--- config.mk ---
export PLATFORM = sky130hd
export DESIGN_NAME = onewire_rom_search_engine_core
export DESIGN_NICKNAME = d
export VERILOG_FILES = /design/src/sv/owse_pkg.sv /design/src/sv/onewire_rom_search_engine_core.sv
export SDC_FILE = /design/constraint.sdc
export NUM_CORES = 1
export LEC_CHECK = 0
export BUFFER_PORTS_ARGS = -buffer_cell sky130_fd_sc_hd__buf_2
export CAP_MARGIN = 5
export CORE_MARGIN = 5
export CORE_UTILIZATION = 55
export CTS_CLUSTER_SIZE = 10
export DETAILED_ROUTE_END_ITERATION = 16
export PLACE_DENSITY = 0.75
export SLEW_MARGIN = 0
export SYNTH_ARGS = -nofsm -noshare
export SYNTH_HDL_FRONTEND = slang
export SYNTH_SLANG_ARGS = --single-unit
--- constraint.sdc ---
create_clock -name clk -period 6.6 [get_ports clk]
set_input_delay 1.32 -clock clk [delete_from_list [all_inputs] [get_ports clk]]
set_output_delay 1.32 -clock clk [all_outputs]
set_load 0.005 [all_outputs]
--- src/sv/owse_pkg.sv ---
// ----------------------------------------------------------------------------
// owse_pkg: shared types and codes for the 1-Wire ROM search core
// Command codes, status codes and search constants.
// ----------------------------------------------------------------------------
package owse_pkg;

  typedef logic [1:0] cmd_t;
  typedef logic [2:0] status_t;

  localparam cmd_t CMD_RESET = 2'd0;
  localparam cmd_t CMD_START = 2'd1;
  localparam cmd_t CMD_BIT   = 2'd2;

  localparam status_t ST_RESET_DONE = 3'd0;
  localparam status_t ST_SEND_OP    = 3'd1;
  localparam status_t ST_DIRECTION  = 3'd2;
  localparam status_t ST_FOUND      = 3'd3;
  localparam status_t ST_FAILED     = 3'd4;
  localparam status_t ST_IGNORED    = 3'd5;

  localparam int unsigned ROM_BITS     = 64;
  localparam int unsigned POS_W        = 7;
  localparam int unsigned FAMILY_LIMIT = 9;
  localparam int unsigned FAM_W        = 4;

  localparam logic [7:0] OPCODE_RESET = 8'hF0;

endpackage

--- src/sv/onewire_rom_search_engine_core.sv ---
// ----------------------------------------------------------------------------
// onewire_rom_search_engine_core: 1-Wire Search ROM decision core
// Holds the search memory, picks the direction for each ROM position and
// reports the found ROM code at the end of a pass.
// ----------------------------------------------------------------------------
// One request is taken per clock and its result appears in the result
// register on the next clock. The only limit on rate is the result register:
// a new request is taken whenever that register is empty or is being
// emptied in the same cycle, so with out_ready held high the core sustains
// one request per cycle. Configuration writes of the search opcode take
// effect on the next clock.
module onewire_rom_search_engine_core (
  input  logic                 clk,
  input  logic                 rst_n,
  input  logic                 cfg_wr_en,
  input  logic [7:0]           cfg_wr_data,
  input  logic                 in_valid,
  output logic                 in_ready,
  input  owse_pkg::cmd_t       in_command,
  input  logic                 in_no_presence,
  input  logic                 in_id_bit,
  input  logic                 in_cmp_id_bit,
  output logic                 out_valid,
  input  logic                 out_ready,
  output owse_pkg::status_t    out_status,
  output logic                 out_direction_bit,
  output logic [7:0]           out_tx_byte,
  output logic [63:0]          out_rom_code,
  output logic                 out_last_device,
  output logic [3:0]           out_family_discrepancy
);

  localparam int unsigned PW = owse_pkg::POS_W;
  localparam int unsigned FW = owse_pkg::FAM_W;

  logic [7:0]    opcode_r;
  logic [63:0]   rom_r, rom_nxt;
  logic [PW-1:0] ld_r, ld_nxt;
  logic          ldev_r, ldev_nxt;
  logic [FW-1:0] fam_r, fam_nxt;
  logic [PW-1:0] pos_r, pos_nxt;
  logic [PW-1:0] lz_r, lz_nxt;
  logic          pass_r, pass_nxt;

  owse_pkg::status_t status_nxt;
  logic              dir_nxt;
  logic [7:0]        tx_nxt;

  logic          out_valid_r;
  owse_pkg::status_t out_status_r;
  logic          out_dir_r;
  logic [7:0]    out_tx_r;
  logic [63:0]   out_rom_r;
  logic          out_ldev_r;
  logic [FW-1:0] out_fam_r;

  logic          accept;
  logic [PW-1:0] pos;
  logic [5:0]    shift;
  logic          dir;
  logic [PW-1:0] lz_b;
  logic [FW-1:0] fam_b;
  logic [63:0]   rom_b;

  assign in_ready = !out_valid_r || out_ready;
  assign accept   = in_valid && in_ready;

  always_comb begin
    pos = pos_r;
    if (pos_r < PW'(1) || pos_r > PW'(owse_pkg::ROM_BITS)) begin
      pos = PW'(1);
    end
    shift = 6'(pos - PW'(1));
    lz_b  = lz_r;
    fam_b = fam_r;
    if (in_id_bit != in_cmp_id_bit) begin
      dir = in_id_bit;
    end else begin
      if (pos < ld_r) begin
        dir = rom_r[shift];
      end else begin
        dir = (pos == ld_r);
      end
      if (!dir) begin
        lz_b = pos;
        if (pos < PW'(owse_pkg::FAMILY_LIMIT)) begin
          fam_b = FW'(pos);
        end
      end
    end
    rom_b        = rom_r;
    rom_b[shift] = dir;
  end

  always_comb begin
    rom_nxt    = rom_r;
    ld_nxt     = ld_r;
    ldev_nxt   = ldev_r;
    fam_nxt    = fam_r;
    pos_nxt    = pos_r;
    lz_nxt     = lz_r;
    pass_nxt   = pass_r;
    status_nxt = owse_pkg::ST_IGNORED;
    dir_nxt    = 1'b0;
    tx_nxt     = 8'd0;
    unique case (in_command)
      owse_pkg::CMD_RESET: begin
        ld_nxt     = '0;
        ldev_nxt   = 1'b0;
        fam_nxt    = '0;
        pass_nxt   = 1'b0;
        pos_nxt    = PW'(1);
        lz_nxt     = '0;
        status_nxt = owse_pkg::ST_RESET_DONE;
      end
      owse_pkg::CMD_START: begin
        if (ldev_r || in_no_presence) begin
          ld_nxt     = '0;
          ldev_nxt   = 1'b0;
          fam_nxt    = '0;
          pass_nxt   = 1'b0;
          pos_nxt    = PW'(1);
          lz_nxt     = '0;
          status_nxt = owse_pkg::ST_FAILED;
        end else begin
          pass_nxt   = 1'b1;
          pos_nxt    = PW'(1);
          lz_nxt     = '0;
          status_nxt = owse_pkg::ST_SEND_OP;
          tx_nxt     = opcode_r;
        end
      end
      owse_pkg::CMD_BIT: begin
        if (pass_r) begin
          if (in_id_bit && in_cmp_id_bit) begin
            ld_nxt     = '0;
            ldev_nxt   = 1'b0;
            fam_nxt    = '0;
            pass_nxt   = 1'b0;
            pos_nxt    = PW'(1);
            lz_nxt     = '0;
            status_nxt = owse_pkg::ST_FAILED;
          end else begin
            rom_nxt = rom_b;
            fam_nxt = fam_b;
            dir_nxt = dir;
            if (pos == PW'(owse_pkg::ROM_BITS)) begin
              ld_nxt   = lz_b;
              ldev_nxt = ldev_r || (lz_b == '0);
              pass_nxt = 1'b0;
              pos_nxt  = PW'(1);
              lz_nxt   = '0;
              if (rom_b[7:0] == 8'd0) begin
                ld_nxt     = '0;
                ldev_nxt   = 1'b0;
                fam_nxt    = '0;
                status_nxt = owse_pkg::ST_FAILED;
              end else begin
                status_nxt = owse_pkg::ST_FOUND;
              end
            end else begin
              lz_nxt     = lz_b;
              pos_nxt    = pos + PW'(1);
              status_nxt = owse_pkg::ST_DIRECTION;
            end
          end
        end
      end
      default: begin
        status_nxt = owse_pkg::ST_IGNORED;
      end
    endcase
  end

  always_ff @(posedge clk) begin
    if (!rst_n) begin
      opcode_r    <= owse_pkg::OPCODE_RESET;
      rom_r       <= '0;
      ld_r        <= '0;
      ldev_r      <= 1'b0;
      fam_r       <= '0;
      pos_r       <= PW'(1);
      lz_r        <= '0;
      pass_r      <= 1'b0;
      out_valid_r <= 1'b0;
    end else begin
      if (cfg_wr_en) begin
        opcode_r <= cfg_wr_data;
      end
      if (accept) begin
        rom_r  <= rom_nxt;
        ld_r   <= ld_nxt;
        ldev_r <= ldev_nxt;
        fam_r  <= fam_nxt;
        pos_r  <= pos_nxt;
        lz_r   <= lz_nxt;
        pass_r <= pass_nxt;
      end
      if (in_ready) begin
        out_valid_r <= in_valid;
      end
    end
  end

  always_ff @(posedge clk) begin
    if (accept) begin
      out_status_r <= status_nxt;
      out_dir_r    <= dir_nxt;
      out_tx_r     <= tx_nxt;
      out_rom_r    <= rom_nxt;
      out_ldev_r   <= ldev_nxt;
      out_fam_r    <= fam_nxt;
    end
  end

  assign out_valid              = out_valid_r;
  assign out_status             = out_status_r;
  assign out_direction_bit      = out_dir_r;
  assign out_tx_byte            = out_tx_r;
  assign out_rom_code           = out_rom_r;
  assign out_last_device        = out_ldev_r;
  assign out_family_discrepancy = out_fam_r;

endmodule

==> metrics.txt, run 1 <==
DR WL/cell 18.95 um; f_max 181.0 MHz; root buffer cell sky130_fd_sc_hd__clkbuf_16; largest cells by area after synthesis sky130_fd_sc_hd__edfxtp_1, sky130_fd_sc_hd__dfxtp_1, sky130_fd_sc_hd__mux2_2; Tightest Pin Transition around 1.1 ns; unrepaired setup endpoints after global routing false; largest area contributor in the synthesized netlist sky130_fd_sc_hd__edfxtp_1; initial core utilization 56.25%; Final HPWL DP 17.08 mm; launching element of the worst setup path pos_r[0]$_SDFFE_PN1P_; type of element launching the critical path flip-flop; Post-CTS Resized 0; switching part of the total power 24.56%; initial antenna violation count 0; flip-flop and latch count after synthesis 181; synthesis warning total 0; Synthesized Nets roughly 1,000; cts bufs inserted 17; Hold EP ld_r[1]$_SDFFE_PN0P_; r2r endpoint rom_r[19]$_SDFFE_PN0P_; routing usage on met1 around 35%; fraction of power consumed by the clock network 41.6%; worst flop-to-flop path startpoint pos_r[0]$_SDFFE_PN1P_; number of nets with antenna violations after detailed routing 0; pin count of the biggest net entering global routing 57; starting DRC count in detailed routing 993; synth unique cells approximately 70; area of the die between 0.015 and 0.02 mm2; WP data required 6.97 ns; site row count 47; All-Layer GR Usage 25.09%; number of optimization iterations in the first detailed-route pass 5; Worst Path Arrival approximately 6 ns; number of cells traversed by the worst hold path 2; part of the power in registers 50.9%; hold path startpoint ld_r[1]$_SDFFE_PN0P_; Post-Synthesis Cell Area ~0.0093 mm2; number of hold buffers added after cts 0; result of the run finished, final reports clean; clock tree from TritonCTS done; die span in x 140.2 um; Top Ports 101; post-CTS setup-driven buffer insertion count 0; DRC Markers 0; H-tree Lvls 4; final worst path period share 83.72%; count of endpoints failing setup in the final report 0; sequential-to-total area share from yosys stat a little under half; critical path's largest stage delay 0.70 ns; slowest cell on the critical path sky130_fd_sc_hd__nor3_2; share of the synthesized area in the top cell type a little over a quarter; kind of capture point of the worst setup path flip-flop; fraction of layout instances using a drive strength above 1 around 23%; critical path fanouts, max 39; Power Density 222.6 mW/mm2; floorplan die height 140.2 um; Mapped Avg Cell Area 9.209 um2; most frequent cell on the critical path sky130_fd_sc_hd__buf_4; critical-path cell list or4_4 -> o31ai_4 -> buf_4 -> nand2_2 -> inv_4 -> ha_1 -> or3b_2 -> nand2_1 -> and2_1 -> nand2b_1 -> buf_4 -> o311a_1 -> nand4_1 -> a211oi_4 -> nor3_2 -> buf_12 -> buf_4 -> nand3_1 -> a21oi_1; Max Buffers Root-to-Sink 2; count of final max-slew check failures 0; maximum vdd ir drop roughly 0.00018 V; number of enable flip-flop cells after synthesis 81; relative area change from synthesis to final layout 14.02%; shortest clock period the worst path allows after layout between 5 and 6 ns; wire length of the first global-routing pass 39.54 mm; CORE AREA roughly 0.017 mm2; Net Sw Power 0.0005813 W; number of standard cells after synthesis 1,013; most congested layer reported by global routing met2; Hold Worst Slack between 0.4 and 0.5 ns; hold violation count in the final report 0; met2 capacity usage during global routing between 30 and 40%; worst hold path class flip-flop to flip-flop; reg-to-reg setup timing slack roughly 1.1 ns; vias in the first global route 7,293; combinational power share approximately 7.5%; Register-to-Register Path Depth 19; internal power consumption 0.001786 W; max-capacitance violation count 0; Synth async-reset ratio 0%; share of the core filled with cells 64.14%; commonest register cell after synthesis sky130_fd_sc_hd__dfxtp_1; Net count, final 1,120; final weighted congestion in routability-driven placement roughly 0.97; met3 track demand over resource in global routing 5.521%; Routed WL 25.06 mm; total number of vias 7,957; slew margin rel. 24.20%; clock transition time at the flip-flop clock pins of the worst setup and hold paths 0.07 ns; Port-buffer cells 100; clock latency on the worst-skew pair 0.44 ns; Layout Skew 0.01101 ns; category of the critical setup timing path flip-flop to flip-flop; sum of overflow across all layers after global routing 0; antenna diode instance count 0; via density per instance roughly 6; sinks on the clock net about 180; Leak between 3 and 4 nW; setup TNS 0 ns
==> cell type report <==
cell class	count	area (um2)
sequential	181	4434
clock inverter	14	127.6
inverter	25	97.59
fill	1427	5947
timing repair buffer	129	755.7
clock buffer	18	439.2
multi-input combinational	735	4507
tap	220	275.3
==> power groups by stage <==
stage	sequential, W	clock (W)	combinational [W]
CTS	0.00121	0.000994	0.000178
finish	0.00121	0.000984	0.000178
global placement	0.00123	0	0.000174
floorplan	0.00123	0	0.000101
global route	0.00121	0.00104	0.000192
detailed placement	0.00123	0	0.000177
==> metrics by stage <==
| stage | cell area [um2] | total power [W] | instances | worst slack [ns] |
|---|---|---|---|---|
| floorplan | 9329 | 0.001336 | 1013 | 1.756 |
| global placement | 10070 | 0.001404 | 1290 | 1.202 |
| detailed placement | 10070 | 0.001407 | 1290 | 1.163 |
| CTS | 10640 | 0.002377 | 1322 | 1.126 |
| global route | 10640 | 0.002444 | 1322 | 0.8153 |
| finish | 10640 | 0.002367 | 1322 | 1.075 |
==> layer usage <==
| metal | vias up | wire [um] | share of wire, % |
|---|---|---|---|
| met5 | - | 0 | 0 |
| met4 | 0 | 687 | 2.7 |
| met3 | 61 | 2150 | 8.6 |
| met2 | 357 | 11440 | 46 |
| met1 | 3787 | 10780 | 43 |
| li1 | 3752 | - | - |
==> worst max-delay path: cells and delay by family, from the launching register on <==
kind                       cells  cell delay [ns]
AOI/OAI and AO/OA              4             0.81
adders and majority gates      1             0.42
buffers and inverters          5             1.00
DFF                            1             0.44
and+or+nand+nor                9             2.76
==> cell usage after synthesis (9+ instances only) <==
cell and instances:
sky130_fd_sc_hd__nand2_1 191, sky130_fd_sc_hd__dfxtp_1 100, sky130_fd_sc_hd__edfxtp_1 81, sky130_fd_sc_hd__a21oi_1 76, sky130_fd_sc_hd__nor2_1 66, sky130_fd_sc_hd__mux2_2 65, sky130_fd_sc_hd__nand3_1 64, sky130_fd_sc_hd__clkbuf_1 51
sky130_fd_sc_hd__o21ai_0 47, sky130_fd_sc_hd__mux2i_1 43, sky130_fd_sc_hd__nor3_1 28, sky130_fd_sc_hd__inv_1 22, sky130_fd_sc_hd__ha_1 13, sky130_fd_sc_hd__buf_2 12, sky130_fd_sc_hd__nor2b_1 12, sky130_fd_sc_hd__and2_1 11
sky130_fd_sc_hd__nor4_1 11, sky130_fd_sc_hd__nand2b_1 9, sky130_fd_sc_hd__o22ai_1 9
==> worst max path at each step <==
stage               slack (ns)                         end  cells after the start
floorplan                 1.76  out_rom_code[56]$_DFFE_PP_                     21
global placement          1.20      rom_r[27]$_SDFFE_PN0P_                     19
detailed placement        1.16      rom_r[18]$_SDFFE_PN0P_                     19
CTS                       1.13      rom_r[19]$_SDFFE_PN0P_                     19
global route              0.82      rom_r[19]$_SDFFE_PN0P_                     19
finish                    1.07      rom_r[19]$_SDFFE_PN0P_                     19
==> sequential cells by signal, summed over array words and instances (netlist names), 3 cells and up <==
name,flops
rom_r,64
lz_r,7
out_status,3
pos_r,7
opcode_r,8
fam_r,4
out_tx_byte,8
ld_r,7
out_family_discrepancy,4
out_rom_code,64
==> cell families (layout without fill, tap and decap cells) <==
logic type               after synthesis  in the layout  synth area share, %
XOR/XNOR                               6              6               0.5633
buffers and inverters                 97            186                4.453
AO/OA/AOI/OAI                        176            176                11.45
adder cells (fa/ha/maj)               13             13                1.744
AND/OR/NAND/NOR                      430            430                21.31
flip-flops                           181            181                47.53
multiplexers                         110            110                12.94
==> placed cells by master, fill, tap and decap left out, types with 13 or more instances in the layout <==
cell type / instances
sky130_fd_sc_hd__mux2_2: 65
sky130_fd_sc_hd__edfxtp_1: 81
sky130_fd_sc_hd__inv_1: 20
sky130_fd_sc_hd__nor2_1: 66
sky130_fd_sc_hd__clkbuf_16: 17
sky130_fd_sc_hd__dfxtp_1: 100
sky130_fd_sc_hd__nand2_1: 191
sky130_fd_sc_hd__o21ai_0: 47
sky130_fd_sc_hd__a21oi_1: 76
sky130_fd_sc_hd__nor3_1: 25
sky130_fd_sc_hd__buf_4: 26
sky130_fd_sc_hd__ha_1: 13
sky130_fd_sc_hd__nand3_1: 64
sky130_fd_sc_hd__mux2i_1: 43
sky130_fd_sc_hd__buf_2: 100
(Power assumes the default switching activity.)
==> run 2: changes to the inputs <==
- CORE_UTILIZATION: 55 -> 53
- PLACE_DENSITY: 0.75 -> 0.76
- clock period: 6.6 -> 4.57 ns (I/O delays scaled with it)
==> metrics.txt, run 2 (synthesized netlist as in run 1, its figures left out) <==
met3 routed WL 2.412 mm (+12%); floorplan die height 142.7 um (+1.7%); f_max 226.4 MHz (+25%); area of the die 0.02035 mm2 (+3.5%); post-layout power 0.003383 W (+43%); minimum setup slack in the final design 0.1536 ns (-0.9211 ns); final worst path period share 96.64% (+13 points); routed length on met1 11.11 mm (+3.0%); All-Layer GR Usage 25.58% (+0.48 points); Port-buffer cells 100 (unchanged); pin count of the biggest net entering global routing 47 (-18%); final weighted congestion in routability-driven placement 0.9647 (-0.43%); kind of capture point of the worst setup path flip-flop; maximum vdd ir drop 0.0002679 V (+51%); category of the critical setup timing path flip-flop to flip-flop; site row count 48 (+2.1%); slew margin rel. 46.02% (+22 points); sum of overflow across all layers after global routing 0 (unchanged); Leak 4.084 nW (+4.1%); Hold EP ld_r[2]$_SDFFE_PN0P_; Tightest Pin Transition 0.8049 ns (-0.3314 ns); post-CTS setup-driven buffer insertion count 0 (unchanged); Max Buffers Root-to-Sink 2 (unchanged); Top Ports 101 (unchanged); hold path startpoint ld_r[2]$_SDFFE_PN0P_; hold violation count in the final report 0 (unchanged); CORE AREA 0.01730 mm2 (+4.3%); die span in x 142.7 um (+1.7%); most frequent cells in the layout sky130_fd_sc_hd__nand2_1, sky130_fd_sc_hd__dfxtp_1, sky130_fd_sc_hd__buf_2, sky130_fd_sc_hd__edfxtp_1, sky130_fd_sc_hd__a21oi_1; relative area change from synthesis to final layout 16.93%; area after detailed placement 0.01034 mm2 (+2.7%); initial antenna violation count 0 (unchanged); Net count, final 1,156 (+3.2%); Register-to-Register Path Depth 16 (-3); DRC Markers 0 (unchanged); initial core utilization 53.94% (-2.3 points); number of optimization iterations in the first detailed-route pass 8 (+3); total number of vias 8,186 (+2.9%); clock tree from TritonCTS done; worst hold path class flip-flop to flip-flop; met2 layer wire length in the routed design 11.86 mm (+3.6%); DR WL/cell 18.99 um (+0.20%); cell total after placement 1,331 (+3.2%); setup TNS 0 ns (unchanged); root buffer cell sky130_fd_sc_hd__clkbuf_16; vias in the first global route 7,650 (+4.9%); post-layout instance count excluding filler cells 1,363 (+3.1%); number of cells traversed by the worst hold path 2 (unchanged); Layout Skew 0.01309 ns (+0.002077 ns); clock latency on the worst-skew pair 0.44 ns (about the same); r2r endpoint out_rom_code[8]$_DFFE_PP_; Routed WL 25.89 mm (+3.3%); Worst Path Arrival 4.60 ns (-1.29 ns); starting DRC count in detailed routing 970 (-2.3%); number of hold buffers added after cts 0 (unchanged); antenna diode instance count 0 (unchanged); type of element launching the critical path flip-flop; uppermost layer routed met4; WP data required 4.76 ns (-2.21 ns); most common cell after layout, fill and taps aside sky130_fd_sc_hd__nand2_1; cts bufs inserted 17 (unchanged); Final HPWL DP 17.62 mm (+3.1%); critical path fanouts, max 17 (-56%); reg-to-reg setup timing slack 0.15 ns (-0.92 ns); count of final max-slew check failures 0 (unchanged); count of endpoints failing setup in the final report 0 (unchanged); clock transition time at the flip-flop clock pins of the worst setup and hold paths 0.07 ns (about the same); post-placement worst setup slack 0.1877 ns (-0.9752 ns); via density per instance 6.006 (-0.22%); max-capacitance violation count 0 (unchanged); total non-filler cell area in the finished layout 0.01091 mm2 (+2.6%); fraction of layout instances using a drive strength above 1 24.87% (+2.4 points); wire length of the first global-routing pass 41.24 mm (+4.3%); result of the run finished, final reports clean; number of nets with antenna violations after detailed routing 0 (unchanged); unrepaired setup endpoints after global routing true; Power Density 310.2 mW/mm2 (+39%); worst flop-to-flop path startpoint pos_r[0]$_SDFFE_PN1P_; sinks on the clock net 181 (unchanged); shortest clock period the worst path allows after layout 4.416 ns (-1.109 ns); H-tree Lvls 4 (unchanged)
[run 2: changes by cell type in the layout (fill, tap and decap cells not counted), sizes merged]
cell,delta
buf,+36
clkinv,-4
clkinvlp,+3
clkbuf,+2
inv,-1
[run 2: metrics by stage]
stage,hold WS [ns],utilization (%)
floorplan,0.4250,-
global placement,0.4365,59.80
detailed placement,0.4475,59.80
CTS,0.4626,62.96
global route,0.4841,63.06
finish,0.4585,63.06
[run 2: worst max-delay path by stage]
stage | startpoint | to | slack, ns | cells after the start
6_report | pos_r[0]$_SDFFE_PN1P_ | out_rom_code[8]$_DFFE_PP_ | 0.15 | 16
5_1_grt | pos_r[0]$_SDFFE_PN1P_ | fam_r[2]$_SDFFE_PN0P_ | -0.03 | 15
4_1_cts | pos_r[0]$_SDFFE_PN1P_ | fam_r[2]$_SDFFE_PN0P_ | 0.14 | 16
3_5_place_dp | pos_r[0]$_SDFFE_PN1P_ | fam_r[2]$_SDFFE_PN0P_ | 0.19 | 16
3_3_place_gp | pos_r[0]$_SDFFE_PN1P_ | fam_r[1]$_SDFFE_PN0P_ | 0.32 | 14
2_1_floorplan | pos_r[1]$_SDFFE_PN0P_ | out_family_discrepancy[0]$_DFFE_PP_ | 0.004 | 20
[run 2: where the power goes]
part	internal, W	switching [W]	total (W)
Sequential	0.00173	0.0000114	0.00174
Clock	0.000749	0.000626	0.00137
Combinational	0.0000904	0.000178	0.000268
[run 2: what timing repair did]
item,CTS,global route
gates resized for setup,0,5
endpoints found under the hold margin,0,0
endpoints found under the setup margin,0,67
[run 2: worst max-delay path, cell delays in order, from the launching register on]
cell and delay (ns):
sky130_fd_sc_hd__dfxtp_1 0.31, sky130_fd_sc_hd__or4_4 0.57, sky130_fd_sc_hd__o31ai_4 0.26, sky130_fd_sc_hd__nand2_2 0.13
sky130_fd_sc_hd__ha_1 0.35, sky130_fd_sc_hd__buf_4 0.19, sky130_fd_sc_hd__nor2b_1 0.06, sky130_fd_sc_hd__mux2_2 0.32
sky130_fd_sc_hd__a221oi_2 0.29, sky130_fd_sc_hd__a31oi_1 0.08, sky130_fd_sc_hd__o31a_1 0.29, sky130_fd_sc_hd__o41a_1 0.14
sky130_fd_sc_hd__a211oi_4 0.42, sky130_fd_sc_hd__nor3_4 0.10, sky130_fd_sc_hd__buf_12 0.18, sky130_fd_sc_hd__buf_4 0.20
sky130_fd_sc_hd__mux2_2 0.29
[run 2: area by class of cell]
type                    count  area, um2
multi-input cells         735       4522
flip-flops and latches    181       4434
clock buffers              20      436.7
clock inverters            12      108.9
well taps                 225      281.5
repair buffers            165       1026
fillers                  1446       6389
inverters                  25      98.84
[run 2: metal layers]
| layer | vias up | track usage, % |
|---|---|---|
| met5 | - | 0 |
| met4 | 0 | 7.504 |
| met3 | 40 | 5.961 |
| met2 | 427 | 39.52 |
| met1 | 3901 | 36.08 |
| li1 | 3818 | - |
==> run 3: changes to the inputs <==
- CORE_UTILIZATION: 53 -> 55
- MAX_ROUTING_LAYER: default -> met4
- PLACE_DENSITY: 0.76 -> 0.75
- clock period: 4.57 -> 5.1 ns (I/O delays scaled with it)
==> metrics.txt, run 3 (synthesized netlist as in run 1, its figures left out) <==
result of the run finished, final reports clean; hold violation count in the final report 0 (unchanged); most frequent cells in the layout sky130_fd_sc_hd__nand2_1, sky130_fd_sc_hd__dfxtp_1, sky130_fd_sc_hd__buf_2, sky130_fd_sc_hd__edfxtp_1, sky130_fd_sc_hd__a21oi_1; Seq. cell area 0.004434 mm2 (unchanged); critical path fanouts, max 30 (+13); post-placement worst setup slack 0.5105 ns (+0.3228 ns); antenna diode instance count 0 (unchanged); f_max 210.3 MHz (-7.1%); Layout Skew 0.009776 ns (-0.003311 ns); H-tree Lvls 4 (unchanged); wire length of the first global-routing pass 39.54 mm (-4.1%); initial core utilization 56.25% (+2.3 points); total number of vias 7,931 (-3.1%); Largest delay share family, worst path simple AND/OR/NAND/NOR gates; die span in x 140.2 um (-1.7%); maximum vdd ir drop 0.0002466 V (-7.9%); fill count 1,369 (-5.3%); final worst path period share 93.22% (-3.4 points); most common cell after layout, fill and taps aside sky130_fd_sc_hd__nand2_1; slew margin rel. 32.66% (-13 points); WP data required 5.46 ns (+0.70 ns); cell total after placement 1,305 (-2.0%); sum of overflow across all layers after global routing 0 (unchanged); area after detailed placement 0.01015 mm2 (-1.9%); Routed WL 25.12 mm (-2.9%); worst hold path class flip-flop to flip-flop; area of the die 0.01967 mm2 (-3.4%); category of the critical setup timing path flip-flop to flip-flop; critical-path cell list or4_4 -> o31ai_4 -> nand2_2 -> inv_4 -> ha_1 -> or3b_2 -> nand2_1 -> and2_1 -> nand2b_1 -> o311a_1 -> nand4_1 -> a211oi_4 -> nor3_2 -> buf_4 -> nand3_1 -> a21oi_1; clock transition time at the flip-flop clock pins of the worst setup and hold paths 0.07 ns (about the same); Final HPWL DP 17.17 mm (-2.5%); All-Layer GR Usage 25.95% (+0.37 points); cts bufs inserted 17 (unchanged); DR WL/cell 18.79 um (-1.1%); reg-to-reg setup timing slack 0.35 ns (+0.19 ns); number of buffers and inverters on the critical path 2 (-1); root buffer cell sky130_fd_sc_hd__clkbuf_16; clock latency on the worst-skew pair 0.44 ns (about the same); max-capacitance violation count 0 (unchanged); DRC Markers 0 (unchanged); count of endpoints failing setup in the final report 0 (unchanged); count of final max-slew check failures 0 (unchanged); Tightest Pin Transition 1.002 ns (+0.1969 ns); setup TNS 0 ns (unchanged); post-CTS setup-driven buffer insertion count 0 (unchanged); starting DRC count in detailed routing 1,037 (+6.9%); Net count, final 1,135 (-1.8%); type of element launching the critical path flip-flop; clock tree from TritonCTS done; kind of capture point of the worst setup path flip-flop; number of optimization iterations in the first detailed-route pass 6 (-2); shortest clock period the worst path allows after layout 4.754 ns (+0.3377 ns); Top Ports 101 (unchanged); unrepaired setup endpoints after global routing false; minimum setup slack in the final design 0.3459 ns (+0.1923 ns); number of hold buffers added after cts 0 (unchanged); final weighted congestion in routability-driven placement 0.9926 (+2.9%); pin count of the biggest net entering global routing 53 (+13%); post-layout instance count excluding filler cells 1,337 (-1.9%); slowest cell on the critical path sky130_fd_sc_hd__or4_4; relative area change from synthesis to final layout 15.24%; Max Buffers Root-to-Sink 2 (unchanged); Leak 4.010 nW (-1.8%); Post-CTS Resized 0 (unchanged); CORE AREA 0.01658 mm2 (-4.1%); initial antenna violation count 0 (unchanged); sinks on the clock net 181 (unchanged); area used by multi-input combinational logic 0.004497 mm2 (-0.55%); number of nets with antenna violations after detailed routing 0 (unchanged); Worst Path Arrival 5.11 ns (+0.51 ns); post-layout power 0.003139 W (-7.2%); critical path's largest stage delay 0.63 ns (+0.06 ns); Power Density 292.0 mW/mm2 (-5.9%); fraction of layout instances using a drive strength above 1 23.28% (-1.6 points); site row count 47 (-2.1%); via density per instance 5.932 (-1.2%); floorplan die height 140.2 um (-1.7%); Port-buffer cells 100 (unchanged); vias in the first global route 7,194 (-6.0%); total non-filler cell area in the finished layout 0.01075 mm2 (-1.4%)
## run 3: area by class of cell
| class | instances | share of cell area (%) |
|---|---|---|
| Clock inverter | 15 | 1.653 |
| Inverter | 25 | 0.9078 |
| Timing Repair Buffer | 144 | 7.845 |
| Tap cell | 220 | 2.561 |
| Sequential cell | 181 | 41.25 |
| Clock buffer | 17 | 3.957 |
| Multi-Input combinational cell | 735 | 41.83 |
## run 3: where the power goes
| group | internal (W) | total (W) | switching, W |
|---|---|---|---|
| clock network | 0.000774 | 0.00136 | 0.000582 |
| logic | 0.0000697 | 0.000223 | 0.000154 |
| registers | 0.00155 | 0.00156 | 0.0000104 |
| total | 0.00239 | 0.00314 | 0.000746 |
## run 3: routing by layer
metal / wire length, um / vias to the layer above / GRT usage (%)
met3: 2310 / 59 / 5.181
li1: - / 3781 / -
met5: 0 / - / -
met4: 492 / 0 / 8.312
met1: 10810 / 3677 / 36.12
met2: 11510 / 414 / 38.31
## run 3: final timing paths
path | end | start | depth (start not counted)
setup reg to reg | rom_r[17]$_SDFFE_PN0P_ | pos_r[0]$_SDFFE_PN1P_ | 16
hold / removal | ld_r[0]$_SDFFE_PN0P_ | ld_r[0]$_SDFFE_PN0P_ | 2
hold reg to reg | ld_r[0]$_SDFFE_PN0P_ | ld_r[0]$_SDFFE_PN0P_ | 2
setup / recovery | rom_r[17]$_SDFFE_PN0P_ | pos_r[0]$_SDFFE_PN1P_ | 16
## run 3: stage by stage
step	util [%]	hold slack [ns]
global placement	61.19	0.4392
floorplan	-	0.4250
finish	64.83	0.4653
CTS	64.83	0.4691
global route	64.83	0.4956
detailed placement	61.19	0.4517
## run 3: worst reg2reg max path: cells and delay by family, from the launching register on
family / cells / cell delay, ns
AO/OA/AOI/OAI: 4 / 0.90
adder cells (fa/ha/maj): 1 / 0.15
buffers and inverters: 2 / 0.50
flip-flops: 1 / 0.44
AND/OR/NAND/NOR: 9 / 2.70
